`src/hw/rtl/swhsr_pkg.sv`:
```
// ----------------------------------------------------------------------------
// swhsr_pkg
// Types and constants for the single-wire humidity sensor reader.
// ----------------------------------------------------------------------------
package swhsr_pkg;

  localparam int unsigned FrameBits  = 40;
  localparam int unsigned BitsW      = $clog2(FrameBits + 1);
  localparam int unsigned ResultBits = 40;
  localparam int unsigned CfgIdxW    = 3;
  localparam int unsigned CfgDataW   = 16;

  localparam logic [CfgIdxW-1:0] CfgStartLow    = 3'd0;
  localparam logic [CfgIdxW-1:0] CfgRelease     = 3'd1;
  localparam logic [CfgIdxW-1:0] CfgFirstSample = 3'd2;
  localparam logic [CfgIdxW-1:0] CfgSecSample   = 3'd3;
  localparam logic [CfgIdxW-1:0] CfgSettle      = 3'd4;
  localparam logic [CfgIdxW-1:0] CfgThreshold   = 3'd5;

  localparam logic [15:0] StartLowRst    = 16'd18000;
  localparam logic [7:0]  ReleaseRst     = 8'd40;
  localparam logic [7:0]  FirstSampleRst = 8'd27;
  localparam logic [7:0]  SecSampleRst   = 8'd67;
  localparam logic [7:0]  SettleRst      = 8'd60;
  localparam logic [7:0]  ThresholdRst   = 8'd24;

  typedef enum logic [3:0] {
    PhIdle    = 4'd0,
    PhStart   = 4'd1,
    PhRelease = 4'd2,
    PhFirst   = 4'd3,
    PhSecond  = 4'd4,
    PhSettle  = 4'd5,
    PhData    = 4'd6
  } phase_e;

  typedef struct packed {
    logic tick;
    logic line_level;
    logic start_req;
  } in_req_t;

  typedef struct packed {
    logic       drive_low;
    logic       busy_res;
    logic       done_res;
    logic       bad_response;
    logic [7:0] humidity_int;
    logic [7:0] humidity_frac;
    logic [7:0] temp_int;
    logic [7:0] temp_frac;
    logic       checksum_ok;
  } out_req_t;

endpackage

```
`src/hw/rtl/single_wire_humidity_sensor_reader.sv`:
```
// ----------------------------------------------------------------------------
// single_wire_humidity_sensor_reader
// Start pulse, response check and 40-bit pulse-width frame decode.
// ----------------------------------------------------------------------------
// Output: the result for a request is registered in the result register, or in the skid while that one is held.
// Throughput: one request per cycle while the skid is empty; state updates in one pass per request.
// A two-entry output stage (result register plus skid) keeps input flowing.
// Reset: asynchronous, active low; idle, config at defaults, frame zero.
module single_wire_humidity_sensor_reader (
  input  logic                                clk_i,
  input  logic                                rst_ni,
  input  logic                                in_valid_i,
  output logic                                in_stall_o,
  input  swhsr_pkg::in_req_t                  in_data_i,
  output logic                                out_valid_o,
  input  logic                                out_stall_i,
  output swhsr_pkg::out_req_t                 out_data_o,
  input  logic                                cfg_we_i,
  input  logic [swhsr_pkg::CfgIdxW-1:0]       cfg_idx_i,
  input  logic [swhsr_pkg::CfgDataW-1:0]      cfg_wdata_i
);

  logic [15:0] start_low_q;
  logic [7:0]  release_q, first_q, second_q, settle_q, thresh_q;

  swhsr_pkg::phase_e                 phase_q, phase_d;
  logic [15:0]                       timer_q, timer_d;
  logic [7:0]                        pulse_q, pulse_d;
  logic                              last_level_q, last_level_d;
  logic [swhsr_pkg::BitsW-1:0]       bits_q, bits_d, bits_inc;
  logic [swhsr_pkg::FrameBits-1:0]   frame_q, frame_d;
  logic                              low_seen_q, low_seen_d;
  logic [swhsr_pkg::ResultBits-1:0]  result_q, result_d;

  logic        accept;
  logic        done, bad, expired, timed;
  logic [15:0] limit, timer_inc;
  logic [7:0]  sum;
  swhsr_pkg::out_req_t res;

  swhsr_pkg::out_req_t out_q, skid_q;
  logic                out_valid_q, skid_valid_q, out_take;

  assign in_stall_o  = skid_valid_q;
  assign accept      = in_valid_i & ~in_stall_o;
  assign out_valid_o = out_valid_q;
  assign out_data_o  = out_q;
  assign out_take    = out_valid_q & ~out_stall_i;

  // configuration
  always_ff @(posedge clk_i or negedge rst_ni) begin
    if (!rst_ni) begin
      start_low_q <= swhsr_pkg::StartLowRst;
      release_q   <= swhsr_pkg::ReleaseRst;
      first_q     <= swhsr_pkg::FirstSampleRst;
      second_q    <= swhsr_pkg::SecSampleRst;
      settle_q    <= swhsr_pkg::SettleRst;
      thresh_q    <= swhsr_pkg::ThresholdRst;
    end else if (cfg_we_i) begin
      case (cfg_idx_i)
        swhsr_pkg::CfgStartLow:    start_low_q <= cfg_wdata_i;
        swhsr_pkg::CfgRelease:     release_q   <= cfg_wdata_i[7:0];
        swhsr_pkg::CfgFirstSample: first_q     <= cfg_wdata_i[7:0];
        swhsr_pkg::CfgSecSample:   second_q    <= cfg_wdata_i[7:0];
        swhsr_pkg::CfgSettle:      settle_q    <= cfg_wdata_i[7:0];
        swhsr_pkg::CfgThreshold:   thresh_q    <= cfg_wdata_i[7:0];
        default: ;
      endcase
    end
  end

  always_comb begin
    case (phase_q)
      swhsr_pkg::PhStart:   limit = start_low_q;
      swhsr_pkg::PhRelease: limit = {8'd0, release_q};
      swhsr_pkg::PhFirst:   limit = {8'd0, first_q};
      swhsr_pkg::PhSecond:  limit = {8'd0, second_q};
      swhsr_pkg::PhSettle:  limit = {8'd0, settle_q};
      default:              limit = 16'd1;
    endcase
  end

  assign timer_inc = timer_q + 16'd1;
  assign expired   = in_data_i.tick & ((timer_inc >= limit) | (timer_inc == 16'd0));
  assign timed     = (phase_q == swhsr_pkg::PhStart)   | (phase_q == swhsr_pkg::PhRelease) |
                     (phase_q == swhsr_pkg::PhFirst)   | (phase_q == swhsr_pkg::PhSecond)  |
                     (phase_q == swhsr_pkg::PhSettle);
  assign bits_inc  = bits_q + 1'b1;

  always_comb begin
    phase_d      = phase_q;
    timer_d      = timer_q;
    pulse_d      = pulse_q;
    last_level_d = last_level_q;
    bits_d       = bits_q;
    frame_d      = frame_q;
    low_seen_d   = low_seen_q;
    result_d     = result_q;
    done         = 1'b0;
    bad          = 1'b0;

    if (timed && in_data_i.tick) begin
      timer_d = expired ? 16'd0 : timer_inc;
    end

    case (phase_q)
      swhsr_pkg::PhIdle: begin
        if (in_data_i.start_req) begin
          phase_d    = swhsr_pkg::PhStart;
          timer_d    = 16'd0;
          bits_d     = '0;
          frame_d    = '0;
          low_seen_d = 1'b0;
          pulse_d    = 8'd0;
        end
      end
      swhsr_pkg::PhStart: begin
        if (expired) phase_d = swhsr_pkg::PhRelease;
      end
      swhsr_pkg::PhRelease: begin
        if (expired) phase_d = swhsr_pkg::PhFirst;
      end
      swhsr_pkg::PhFirst: begin
        if (expired) begin
          low_seen_d = ~in_data_i.line_level;
          phase_d    = swhsr_pkg::PhSecond;
        end
      end
      swhsr_pkg::PhSecond: begin
        if (expired) begin
          if (low_seen_q && in_data_i.line_level) begin
            phase_d = swhsr_pkg::PhSettle;
          end else begin
            bad     = 1'b1;
            phase_d = swhsr_pkg::PhIdle;
          end
        end
      end
      swhsr_pkg::PhSettle: begin
        if (expired) begin
          phase_d      = swhsr_pkg::PhData;
          last_level_d = in_data_i.line_level;
          pulse_d      = 8'd0;
        end
      end
      swhsr_pkg::PhData: begin
        if (in_data_i.line_level) begin
          if (!last_level_q) begin
            pulse_d = (in_data_i.tick) ? 8'd1 : 8'd0;
          end else if (in_data_i.tick && (pulse_q != 8'hFF)) begin
            pulse_d = pulse_q + 8'd1;
          end
        end else if (last_level_q) begin
          frame_d = {frame_q[swhsr_pkg::FrameBits-2:0], (pulse_q > thresh_q)};
          bits_d  = bits_inc;
          if (bits_inc >= swhsr_pkg::BitsW'(swhsr_pkg::FrameBits)) begin
            result_d = swhsr_pkg::ResultBits'(frame_d);
            done     = 1'b1;
            phase_d  = swhsr_pkg::PhIdle;
            bits_d   = '0;
          end
        end
        last_level_d = in_data_i.line_level;
      end
      default: phase_d = swhsr_pkg::PhIdle;
    endcase
  end

  assign sum = result_d[39:32] + result_d[31:24] + result_d[23:16] + result_d[15:8];

  always_comb begin
    res.drive_low     = (phase_d == swhsr_pkg::PhStart);
    res.busy_res      = (phase_d != swhsr_pkg::PhIdle);
    res.done_res      = done;
    res.bad_response  = bad;
    res.humidity_int  = result_d[39:32];
    res.humidity_frac = result_d[31:24];
    res.temp_int      = result_d[23:16];
    res.temp_frac     = result_d[15:8];
    res.checksum_ok   = (sum == result_d[7:0]);
  end

  always_ff @(posedge clk_i or negedge rst_ni) begin
    if (!rst_ni) begin
      phase_q      <= swhsr_pkg::PhIdle;
      timer_q      <= 16'd0;
      pulse_q      <= 8'd0;
      last_level_q <= 1'b1;
      bits_q       <= '0;
      frame_q      <= '0;
      low_seen_q   <= 1'b0;
      result_q     <= '0;
    end else if (accept) begin
      phase_q      <= phase_d;
      timer_q      <= timer_d;
      pulse_q      <= pulse_d;
      last_level_q <= last_level_d;
      bits_q       <= bits_d;
      frame_q      <= frame_d;
      low_seen_q   <= low_seen_d;
      result_q     <= result_d;
    end
  end

  // output register plus skid
  always_ff @(posedge clk_i or negedge rst_ni) begin
    if (!rst_ni) begin
      out_valid_q  <= 1'b0;
      skid_valid_q <= 1'b0;
    end else if (skid_valid_q) begin
      if (out_take) begin
        skid_valid_q <= 1'b0;
      end
    end else if (accept) begin
      if (!out_valid_q || out_take) begin
        out_valid_q <= 1'b1;
      end else begin
        skid_valid_q <= 1'b1;
      end
    end else if (out_take) begin
      out_valid_q <= 1'b0;
    end
  end

  always_ff @(posedge clk_i) begin
    if (skid_valid_q) begin
      if (out_take) out_q <= skid_q;
    end else if (accept) begin
      if (!out_valid_q || out_take) begin
        out_q <= res;
      end else begin
        skid_q <= res;
      end
    end
  end

endmodule

```
`config.mk`:
```
export PLATFORM = sky130hd
export DESIGN_NAME = single_wire_humidity_sensor_reader
export DESIGN_NICKNAME = d
export VERILOG_FILES = /design/src/hw/rtl/swhsr_pkg.sv /design/src/hw/rtl/single_wire_humidity_sensor_reader.sv
export SDC_FILE = /design/constraint.sdc
export NUM_CORES = 1
export LEC_CHECK = 0
export CORE_MARGIN = 2
export CORE_UTILIZATION = 40
export DETAILED_ROUTE_END_ITERATION = 10
export DONT_BUFFER_PORTS = 1
export PLACE_DENSITY_LB_ADDON = 0.3
export REMOVE_ABC_BUFFERS = 1
export SLEW_MARGIN = 20
export SYNTH_ARGS = -nofsm -noshare
export SYNTH_HDL_FRONTEND = slang
export SYNTH_SLANG_ARGS = --single-unit
```
`constraint.sdc`:
```
create_clock -name clk_i -period 6.1 [get_ports clk_i]
set_clock_uncertainty 0.1 [all_clocks]
set_input_delay 0.61 -clock clk_i [delete_from_list [all_inputs] [get_ports clk_i]]
set_output_delay 0.61 -clock clk_i [all_outputs]
set_load 0.1 [all_outputs]
```
**Word-level counts from Yosys, hierarchy flattened**

Cells that the tools add are included.
Widths: inputs -> output; s select.

- Register bits after elaboration: 247
- Input bits: 27
- Logic and storage cells: 166

- $add $sub $neg: 6
- Magnitude comparators: 3
- Eq/ne operators: 23
- Mux-type cells: 59
- Bitwise logic cells: 12
- Reduce and logical (&&, ||, !) cells: 29

Operator list:

| cell | count |
|---|---|
| $mux 40 | 4 |
| $mux 37 | 4 |
| $mux 39 | 3 |
| $pmux 16 s5 | 1 |
| $pmux 39 s2 | 1 |
| $mux 16 | 4 |
| $mux 8 | 5 |
| $mux 4 | 9 |
| $pmux 4 s7 | 1 |
| $add 8x8->8 | 3 |
| $mux 6 | 4 |
| $pmux 8 s3 | 1 |
| $mux 1 | 18 |
| $add 16x1->16 const B | 1 |
| $ge 16x16->1 | 1 |
| $logic_not 16->1 | 1 |
| $eq 4x3->1 const B | 3 |
| $ne 2x2->1 const B | 6 |
| $pmux 6 s2 | 1 |
| $reduce_and 2->1 | 6 |
| $reduce_and 3->1 | 4 |
| $reduce_bool 2->1 | 6 |
| $add 8x1->8 const B | 1 |
| $eq 4x1->1 const B | 2 |
| other kinds (26) | 42 |

**Longest topological paths before layout**

Gate-level depths: netlist (run 1).

- Depth after elaboration: 13
- Gate-level depth with buffers: 24

**Least setup slack after synthesis (run 1)**

OpenSTA, ideal clock, no wires.

- Kind: flip-flop to flip-flop
- Start: register bits_q[0] in the netlist's numbering
- End: register out_q (netlist bit out_data_o[0]), data pin
- Setup time: 0.269 ns
- Arrival time: 4.887 ns
- Setup slack: 0.844 ns
- Cell stages (with the launch flop): 22
- Path buffers: 2
- Period minus slack after synthesis: 5.256 ns
- Path through: dfrtp_1 ha_1 nand2b_1 a311oi_1 o21ai_1 buf_2 buf_2 mux2i_1 fa_1 fa_1 inv_1 ha_1 inv_1 fa_1 nor2b_1 o21ai_0 a21oi_1 o21a_1 or3_1 and3_1 o2111ai_1 o31ai_1

- Word-level cells in the longest chain between the ends: 13

Ends and longest elaborated chain:

| item | RTL line | RTL |
|---|---|---|
| start: declaration | single_wire_humidity_sensor_reader.sv:30 | `logic [swhsr_pkg::BitsW-1:0] bits_q, bits_d, bits_inc;` |
| start signal: assignment | single_wire_humidity_sensor_reader.sv:198 | `bits_q <= bits_d;` |
| $add 6x1->6 (*) | single_wire_humidity_sensor_reader.sv:88 | `assign bits_inc = bits_q + 1'b1;` |
| $ge 6x6->1 (*) | single_wire_humidity_sensor_reader.sv:156 | `if (bits_inc >= swhsr_pkg::BitsW'(swhsr_pkg::FrameBits)) begin` |
| $mux 40 (*) | single_wire_humidity_sensor_reader.sv:156 |  |
| $mux 40 (*) | single_wire_humidity_sensor_reader.sv:153 | `end else if (last_level_q) begin` |
| $mux 40 (*) | single_wire_humidity_sensor_reader.sv:147 | `if (in_data_i.line_level) begin` |
| $mux 40 (*) | single_wire_humidity_sensor_reader.sv:106 | `case (phase_q)` |
| $add 8x8->8 (3 in a row) | single_wire_humidity_sensor_reader.sv:169 | `assign sum = result_d[39:32] + result_d[31:24] + result_d[23:16] + result_d[15:8];` |
| $eq 8x8->1 (*) | single_wire_humidity_sensor_reader.sv:180 | `res.checksum_ok = (sum == result_d[7:0]);` |
| $mux 37 (*) | single_wire_humidity_sensor_reader.sv:229 | `if (!out_valid_q \|\| out_take) begin` |
| $mux 37 (*) | single_wire_humidity_sensor_reader.sv:228 | `end else if (accept) begin` |
| $mux 37 (*) | single_wire_humidity_sensor_reader.sv:226 | `if (skid_valid_q) begin` |
| end signal: assignment | single_wire_humidity_sensor_reader.sv:227 | `if (out_take) out_q <= skid_q;` |
| end signal: assignment | single_wire_humidity_sensor_reader.sv:230 | `out_q <= res;` |
| end: declaration | single_wire_humidity_sensor_reader.sv:41 | `swhsr_pkg::out_req_t out_q, skid_q;` |

Mark *: on every way between the ends. The rest lies on a longest branch, timed or not. The select of a mux whose other input is x is not followed.
A chain may end at the register's enable or synchronous reset.

**Worst setup path in the final report (run 1)**

Same ends and word-level chain as after synthesis.

==> results of run 1 <==
[logic make-up (layout without fill, tap and decap cells)]
group,Yosys count,after routing,share of synthesized area (%)
flip-flops,247,247,53.6
adder cells (fa/ha/maj),49,49,5.85
AO/OA/AOI/OAI,202,202,11.5
AND/OR/NAND/NOR,311,311,11.8
buffers and inverters,111,121,3.76
XOR/XNOR,31,31,2.33
multiplexers,124,124,11.1
[cells in the final DEF, fill, tap and decap left out, types with 9 or more instances in the layout]
master,n
sky130_fd_sc_hd__edfxtp_1,74
sky130_fd_sc_hd__nand2_1,185
sky130_fd_sc_hd__a21oi_1,30
sky130_fd_sc_hd__nor2_1,21
sky130_fd_sc_hd__o21ai_0,49
sky130_fd_sc_hd__mux2i_1,23
sky130_fd_sc_hd__a221oi_1,9
sky130_fd_sc_hd__dfrtp_1,151
sky130_fd_sc_hd__dfstp_2,21
sky130_fd_sc_hd__clkbuf_8,9
sky130_fd_sc_hd__mux2_2,101
sky130_fd_sc_hd__a22o_1,50
sky130_fd_sc_hd__nor3_1,15
sky130_fd_sc_hd__ha_1,35
sky130_fd_sc_hd__inv_1,52
sky130_fd_sc_hd__xor2_1,9
sky130_fd_sc_hd__clkbuf_16,30
sky130_fd_sc_hd__xnor2_1,21
sky130_fd_sc_hd__fa_1,14
sky130_fd_sc_hd__and3_1,11
sky130_fd_sc_hd__a31oi_1,9
sky130_fd_sc_hd__nand3_1,22
sky130_fd_sc_hd__buf_4,16
[power by group]
part / internal [mW] / switching, mW / leakage [nW] / total, mW
registers: 2.06 / 0.931 / 2.97 / 2.99
clock network: 1.09 / 0.682 / 0.487 / 1.78
logic: 0.448 / 0.668 / 2.66 / 1.12
[metal layers]
layer,GRT usage [%],wire length (um)
met5,0,0
met1,23.1,12000
met3,3.39,1280
met4,3.90,466
met2,26.6,12000
[stage by stage]
stage	cell area [sq um]	power, mW	setup TNS (ps)	instances
2_1_floorplan	12000	3.77	-1760	1016
3_3_place_gp	12700	4.09	0	1428
3_5_place_dp	12700	4.12	0	1428
4_1_cts	13700	5.95	0	1481
5_1_grt	13700	6.18	0	1481
6_report	13700	5.88	0	1481
[final cells by class]
cell class | count | share of cell area (%)
inverters | 52 | 1.43
well taps | 396 | 3.62
clock buffers | 46 | 6.58
clock inverters | 6 | 0.804
multi-input cells | 717 | 38.5
flip-flops and latches | 247 | 48.0
repair buffers | 17 | 1.08
[flip-flops by register name (all words and copies together) (netlist names), 4 cells and up]
| name | cells |
|---|---|
| out_data_o | 37 |
| settle_q | 8 |
| bits_q | 6 |
| result_q | 40 |
| phase_q | 4 |
| second_q | 8 |
| pulse_q | 8 |
| thresh_q | 8 |
| skid_q | 37 |
| first_q | 8 |
| start_low_q | 16 |
| frame_q | 39 |
| timer_q | 16 |
| release_q | 8 |
[path summary, 6_finish.rpt]
check | endpoint | depth (start not counted)
worst min register to register | result_q[30] | 2
worst max-delay path | out_data_o[0] | 19
worst min-delay path | timer_q[10] | 1
worst max register to register | out_data_o[0] | 19
min in group clk_i | low_seen_q | 1
max in group asynchronous | in_stall_o | 1
[worst register-to-register path: cells and delay by family, from the launching register on]
family	cells	cell delay, ps
mux	1	310
buf+inv	3	380
simple gates	4	1120
fa+ha+maj	5	1730
flops	1	440
compound gates	6	1050
==> impl_metrics.xml, run 1 <==
<?xml version="1.0" encoding="UTF-8"?>
<metrics>
  <group name="finish">
    <metric name="seqCellArea" unit="sq um">6580</metric>
    <metric name="n_antenna_cell" unit="">0</metric>
    <metric name="num-nets-final" unit="">1139</metric>
    <metric name="flow.area_growth_from_synthesis" unit="%">11.7</metric>
    <metric name="drive_above_1_share" unit="%">19.0</metric>
    <metric name="post-route-util" unit="%">45.0</metric>
    <metric name="fillCellCount" unit="">2794</metric>
    <metric name="multi_input_comb_area" unit="sq um">5270</metric>
  </group>
  <group name="setup_path">
    <metric name="worstPathMaxFanout" unit="">13</metric>
    <metric name="start_point_of_the_critical_path" unit="">bits_q[0]</metric>
    <metric name="critical_path.endpoint_type" unit="">register</metric>
    <metric name="critical_path_class" unit="">register to register</metric>
    <metric name="crit_path_frequent_cell" unit="">sky130_fd_sc_hd__fa_1</metric>
    <metric name="crit_chain" unit="">ha_1 -&gt; nor4_1 -&gt; o21ai_4 -&gt; buf_4 -&gt; mux2i_1 -&gt; fa_1 -&gt; fa_1 -&gt; inv_1 -&gt; ha_1 -&gt; inv_1 -&gt; fa_1 -&gt; nor2b_1 -&gt; o21ai_0 -&gt; a21oi_1 -&gt; o21a_1 -&gt; or3_1 -&gt; and3_1 -&gt; o2111ai_1 -&gt; o31ai_1</metric>
    <metric name="cp_data_arrival_time" unit="ps">5570</metric>
    <metric name="critPathMaxStageDelay" unit="ps">580</metric>
    <metric name="crit_required" unit="ps">6290</metric>
    <metric name="worst_setup_path_start_kind" unit="">register</metric>
    <metric name="cp_top_family" unit="">adder cells</metric>
    <metric name="slowest_stage" unit="">sky130_fd_sc_hd__nor4_1</metric>
    <metric name="reg2reg_setup_slack" unit="ps">720</metric>
    <metric name="r2r-start" unit="">bits_q[0]</metric>
    <metric name="critPathBufInv" unit="">3</metric>
  </group>
  <group name="floorplanning">
    <metric name="chipHeight" unit="um">179</metric>
    <metric name="fp-row-count" unit="">64</metric>
    <metric name="floorplan.die_area" unit="sq um">32100</metric>
    <metric name="floorplan.core_area" unit="sq um">30400</metric>
    <metric name="ioPinCount" unit="">66</metric>
    <metric name="initial_core_util" unit="%">40.3</metric>
    <metric name="floorplan.die.width" unit="um">179</metric>
  </group>
  <group name="timing">
    <metric name="relSlewSlack" unit="%">22.6</metric>
    <metric name="timing.final.max_slew_violations" unit="">0</metric>
    <metric name="final.min_clock_period" unit="ps">5380</metric>
    <metric name="final-setup-viol-count" unit="">0</metric>
    <metric name="fin_crit_sh" unit="%">88.2</metric>
    <metric name="fmax" unit="MHz">186</metric>
    <metric name="final.hold.worst_slack" unit="ps">-120</metric>
    <metric name="finalHoldViolations" unit="">20</metric>
    <metric name="post-route-worst-setup-slack" unit="ps">718</metric>
    <metric name="grt_setup_unrepaired" unit="">no</metric>
    <metric name="max_slew.worst_pin.slew" unit="ps">1150</metric>
  </group>
  <group name="power">
    <metric name="power_leakage" unit="nW">6.12</metric>
    <metric name="ir_drop" unit="V">0.000232</metric>
    <metric name="cellPowerDensity" unit="nW/um^2">429</metric>
  </group>
  <group name="run">
    <metric name="max_cap_viol_count" unit="">0</metric>
  </group>
  <group name="logic_synthesis">
    <metric name="synth_area_leader_cell" unit="">sky130_fd_sc_hd__dfrtp_1</metric>
    <metric name="async_sr_flop_fraction" unit="%">70.0</metric>
    <metric name="commonest_cells_in_the_synthesized_netlist" unit="">sky130_fd_sc_hd__nand2_1 (185), sky130_fd_sc_hd__dfrtp_1 (152), sky130_fd_sc_hd__mux2_2 (101), sky130_fd_sc_hd__edfxtp_1 (74), sky130_fd_sc_hd__inv_1 (52)</metric>
    <metric name="ys_types" unit="">68</metric>
    <metric name="seq_area_frac_synth" unit="%">53.6</metric>
    <metric name="synth-edff-count" unit="">74</metric>
    <metric name="leading_cell_types_by_total_area_after_synthesis" unit="">sky130_fd_sc_hd__dfrtp_1 (31%), sky130_fd_sc_hd__edfxtp_1 (18%), sky130_fd_sc_hd__mux2_2 (9.3%)</metric>
    <metric name="syn_avg_cell_area" unit="sq um">11.4</metric>
    <metric name="number_of_instances_in_the_synthesized_netlist" unit="">1075</metric>
    <metric name="synth.most_common_cell" unit="">sky130_fd_sc_hd__nand2_1</metric>
    <metric name="synth_top_area_share" unit="%">31.0</metric>
    <metric name="ys_seq_elements" unit="">247</metric>
    <metric name="synth_ff_type" unit="">sky130_fd_sc_hd__dfrtp_1</metric>
    <metric name="mappedNetlistArea" unit="sq um">12300</metric>
    <metric name="ys.warnings.count" unit="">0</metric>
  </group>
  <group name="detailed_routing">
    <metric name="vias_per_cell" unit="">5.39</metric>
    <metric name="totalWireLength" unit="mm">25.7</metric>
    <metric name="drt_iter0_markers" unit="">539</metric>
    <metric name="detail_route.wl_per_cell" unit="um">17.3</metric>
    <metric name="count_of_unresolved_drc_violations_after_routing" unit="">0</metric>
    <metric name="detail-route-antenna-nets" unit="">0</metric>
    <metric name="route.vias.total" unit="">7976</metric>
    <metric name="detail_route.first_pass.iterations" unit="">5</metric>
  </group>
  <group name="placed_design">
    <metric name="io_buffer_count" unit="">0</metric>
    <metric name="worst_setup_slack_before_clock_tree_synthesis" unit="ps">760</metric>
    <metric name="dp_hpwl" unit="mm">17.0</metric>
    <metric name="gpl.final_weighted_congestion" unit="">0.790</metric>
  </group>
  <group name="cts">
    <metric name="post_cts.resized_instances" unit="">0</metric>
    <metric name="htree_levels" unit="">1</metric>
    <metric name="root_buffer" unit="">sky130_fd_sc_hd__clkbuf_16</metric>
    <metric name="clock_tree_buf_depth" unit="">3</metric>
    <metric name="cts_buffers" unit="">28</metric>
    <metric name="clkTransAtPathRegs" unit="ps">60</metric>
    <metric name="postCtsSetupRepairBufs" unit="">0</metric>
    <metric name="clkSinkCount" unit="">247</metric>
    <metric name="post_cts_hold_buffer_count" unit="">1</metric>
    <metric name="clkLatencyLatePin" unit="ps">550</metric>
    <metric name="tritoncts" unit="">built</metric>
  </group>
  <group name="global_routing">
    <metric name="grt_pass1_wl" unit="mm">43.0</metric>
    <metric name="number_of_global_route_vias_before_repair" unit="">8014</metric>
    <metric name="antenna_found_initial" unit="">0</metric>
    <metric name="track_usage" unit="%">16.6</metric>
    <metric name="largest_net_degree_at_the_start_of_global_routing" unit="">174</metric>
    <metric name="overflow" unit="">0</metric>
  </group>
  <group name="min_path">
    <metric name="min_path_type" unit="">primary input to asynchronous set/reset pin</metric>
  </group>
  <group name="outcome">
    <metric name="run_status" unit="">finished, violations left</metric>
    <metric name="failed_checks" unit="">negative hold slack</metric>
  </group>
</metrics>
(Power assumes the default switching activity.)
==> inputs of run 2 (changes only) <==
--- a/config.mk
+++ b/config.mk
@@ -9,6 +9,7 @@
 export CORE_UTILIZATION = 40
 export DETAILED_ROUTE_END_ITERATION = 10
 export DONT_BUFFER_PORTS = 1
+export HOLD_SLACK_MARGIN = 0.06
 export PLACE_DENSITY_LB_ADDON = 0.3
 export REMOVE_ABC_BUFFERS = 1
 export SLEW_MARGIN = 20
==> run 2 against run 1 <==
The flow now finishes without violations. Fmax hardly changed. Setup slack about the same. First-iteration DRC count is 6.1% lower. Non-clock buffer count grew 2. Critical path type unchanged.
==> impl_metrics.xml, run 2 (synthesized netlist as in run 1, its figures left out) <==
<?xml version="1.0" encoding="UTF-8"?>
<metrics>
  <group name="setup_path">
    <metric name="slowest_stage" unit="">sky130_fd_sc_hd__nor4_1</metric>
    <metric name="critical_path.endpoint_type" unit="">register</metric>
    <metric name="cp_top_family" unit="">adder cells</metric>
    <metric name="crit_required" unit="ps">6290</metric>
    <metric name="critPathMaxStageDelay" unit="ps">580</metric>
    <metric name="critPathBufInv" unit="">3</metric>
    <metric name="worst_setup_path_start_kind" unit="">register</metric>
    <metric name="crit_path_frequent_cell" unit="">sky130_fd_sc_hd__fa_1</metric>
    <metric name="cp_data_arrival_time" unit="ps">5570</metric>
    <metric name="crit_chain" unit="">ha_1 -&gt; nor4_1 -&gt; o21ai_4 -&gt; buf_4 -&gt; mux2i_1 -&gt; fa_1 -&gt; fa_1 -&gt; inv_1 -&gt; ha_1 -&gt; inv_1 -&gt; fa_1 -&gt; nor2b_1 -&gt; o21ai_0 -&gt; a21oi_1 -&gt; o21a_1 -&gt; or3_1 -&gt; and3_1 -&gt; o2111ai_1 -&gt; o31ai_1</metric>
    <metric name="critical_path_class" unit="">register to register</metric>
    <metric name="worstPathMaxFanout" unit="">13</metric>
  </group>
  <group name="detailed_routing">
    <metric name="detail-route-antenna-nets" unit="">0</metric>
    <metric name="totalWireLength" unit="mm">25.7</metric>
    <metric name="count_of_unresolved_drc_violations_after_routing" unit="">0</metric>
    <metric name="drt_iter0_markers" unit="">506</metric>
    <metric name="detail_route.wl_per_cell" unit="um">17.4</metric>
    <metric name="detail_route.first_pass.iterations" unit="">5</metric>
    <metric name="route.vias.total" unit="">7996</metric>
    <metric name="vias_per_cell" unit="">5.39</metric>
  </group>
  <group name="finish">
    <metric name="fillCellCount" unit="">2792</metric>
    <metric name="num-nets-final" unit="">1141</metric>
    <metric name="n_antenna_cell" unit="">0</metric>
    <metric name="registers.top_by_ff_count" unit="">result_q</metric>
    <metric name="drive_above_1_share" unit="%">19.0</metric>
    <metric name="layout_commonest_cell" unit="">sky130_fd_sc_hd__nand2_1</metric>
    <metric name="number_of_flip_flops_in_the_largest_register" unit="">40</metric>
    <metric name="flow.area_growth_from_synthesis" unit="%">11.8</metric>
    <metric name="most-common-layout-cells" unit="">sky130_fd_sc_hd__nand2_1 (185), sky130_fd_sc_hd__dfrtp_1 (151), sky130_fd_sc_hd__mux2_2 (101)</metric>
    <metric name="reg.largest.list" unit="">result_q: 40 flops, frame_q: 39 flops</metric>
  </group>
  <group name="power">
    <metric name="combinationalPowerShare" unit="%">19.0</metric>
    <metric name="sequentialPowerShare" unit="%">50.8</metric>
    <metric name="power_leakage" unit="nW">6.13</metric>
    <metric name="intPower" unit="mW">3.60</metric>
    <metric name="power_switching_share" unit="%">38.8</metric>
    <metric name="ir_drop" unit="V">0.000232</metric>
    <metric name="cellPowerDensity" unit="nW/um^2">429</metric>
    <metric name="switchingPower" unit="mW">2.28</metric>
    <metric name="clock_power_share" unit="%">30.2</metric>
  </group>
  <group name="timing">
    <metric name="finalHoldViolations" unit="">0</metric>
    <metric name="final.hold.worst_slack" unit="ps">82.2</metric>
    <metric name="timing.final.max_slew_violations" unit="">0</metric>
    <metric name="final.min_clock_period" unit="ps">5380</metric>
    <metric name="relSlewSlack" unit="%">24.8</metric>
    <metric name="fmax" unit="MHz">186</metric>
    <metric name="final-setup-viol-count" unit="">0</metric>
    <metric name="final.setup.tns" unit="ps">0</metric>
    <metric name="fin_crit_sh" unit="%">88.2</metric>
    <metric name="max_slew.worst_pin.slew" unit="ps">1120</metric>
    <metric name="grt_setup_unrepaired" unit="">no</metric>
  </group>
  <group name="floorplanning">
    <metric name="floorplan.die_area" unit="sq um">32100</metric>
    <metric name="fp-row-count" unit="">64</metric>
    <metric name="floorplan.die.width" unit="um">179</metric>
    <metric name="floorplan.core_area" unit="sq um">30400</metric>
    <metric name="ioPinCount" unit="">66</metric>
    <metric name="initial_core_util" unit="%">40.3</metric>
    <metric name="chipHeight" unit="um">179</metric>
  </group>
  <group name="cts">
    <metric name="cts_buffers" unit="">28</metric>
    <metric name="clkTransAtPathRegs" unit="ps">60</metric>
    <metric name="post_cts.resized_instances" unit="">0</metric>
    <metric name="clkSinkCount" unit="">247</metric>
    <metric name="clkLatencyLatePin" unit="ps">560</metric>
    <metric name="clock_tree_buf_depth" unit="">3</metric>
    <metric name="root_buffer" unit="">sky130_fd_sc_hd__clkbuf_16</metric>
    <metric name="htree_levels" unit="">1</metric>
    <metric name="postCtsSetupRepairBufs" unit="">0</metric>
    <metric name="tritoncts" unit="">built</metric>
    <metric name="post_cts_hold_buffer_count" unit="">3</metric>
  </group>
  <group name="global_routing">
    <metric name="number_of_global_route_vias_before_repair" unit="">8024</metric>
    <metric name="antenna_found_initial" unit="">0</metric>
    <metric name="grt_pass1_wl" unit="mm">43.0</metric>
    <metric name="track_usage" unit="%">16.6</metric>
    <metric name="largest_net_degree_at_the_start_of_global_routing" unit="">174</metric>
    <metric name="overflow" unit="">0</metric>
  </group>
  <group name="placed_design">
    <metric name="io_buffer_count" unit="">0</metric>
    <metric name="gpl.final_weighted_congestion" unit="">0.790</metric>
    <metric name="dp_hpwl" unit="mm">17.0</metric>
  </group>
  <group name="outcome">
    <metric name="run_status" unit="">completed</metric>
  </group>
  <group name="run">
    <metric name="max_cap_viol_count" unit="">0</metric>
  </group>
  <group name="min_path">
    <metric name="min_path_type" unit="">primary input to register</metric>
  </group>
</metrics>
-- run 2: layer usage --
layer,GRT usage (%),share of wire [%]
met5,0,0
met1,23.2,47
met4,3.90,1.8
met2,26.6,47
met3,3.31,5.0
-- run 2: per-stage QoR --
| stage | total power [mW] | utilization [%] | instance area [sq um] | instances | worst slack [ps] |
|---|---|---|---|---|---|
| after detailed placement | 4.12 | 41.6 | 12700 | 1428 | 760 |
| final | 5.88 | 45.1 | 13700 | 1483 | 718 |
| after floorplan | 3.77 | - | 12000 | 1016 | -930 |
| after global routing | 6.18 | 45.1 | 13700 | 1483 | 282 |
| after CTS | 5.95 | 45.1 | 13700 | 1483 | 722 |
| after global placement | 4.09 | 41.6 | 12700 | 1428 | 916 |
-- run 2: path summary, 6_finish.rpt --
path | from | to | slack (ps) | depth (start not counted)
max in group asynchronous | rst_ni | in_stall_o | 4430 | 2
min in group asynchronous | rst_ni | timer_q[10] | 570 | 2
min | cfg_wdata_i[0] | release_q[0] | 80 | 2
min reg2reg | result_q[30] | result_q[30] | 370 | 2
max | bits_q[0] | out_data_o[0] | 720 | 19
max reg2reg | bits_q[0] | out_data_o[0] | 720 | 19
-- run 2: power by group through the flow --
stage | logic, mW | registers (mW) | clock network (mW)
2_1_floorplan | 0.755 | 3.01 | 0
3_3_place_gp | 1.09 | 3.01 | 0
3_5_place_dp | 1.10 | 3.02 | 0
4_1_cts | 1.14 | 2.99 | 1.82
5_1_grt | 1.25 | 3.03 | 1.90
6_report | 1.12 | 2.99 | 1.78
-- run 2: final cells by class --
class	instances	area, sq um	share of cell area, %
Clock buffer	46	901	6.57
Clock inverter	6	110	0.803
Inverter	52	195	1.42
Multi-Input combinational cell	717	5270	38.4
Sequential cell	247	6580	48.0
Tap cell	396	495	3.61
Timing Repair Buffer	19	168	1.22
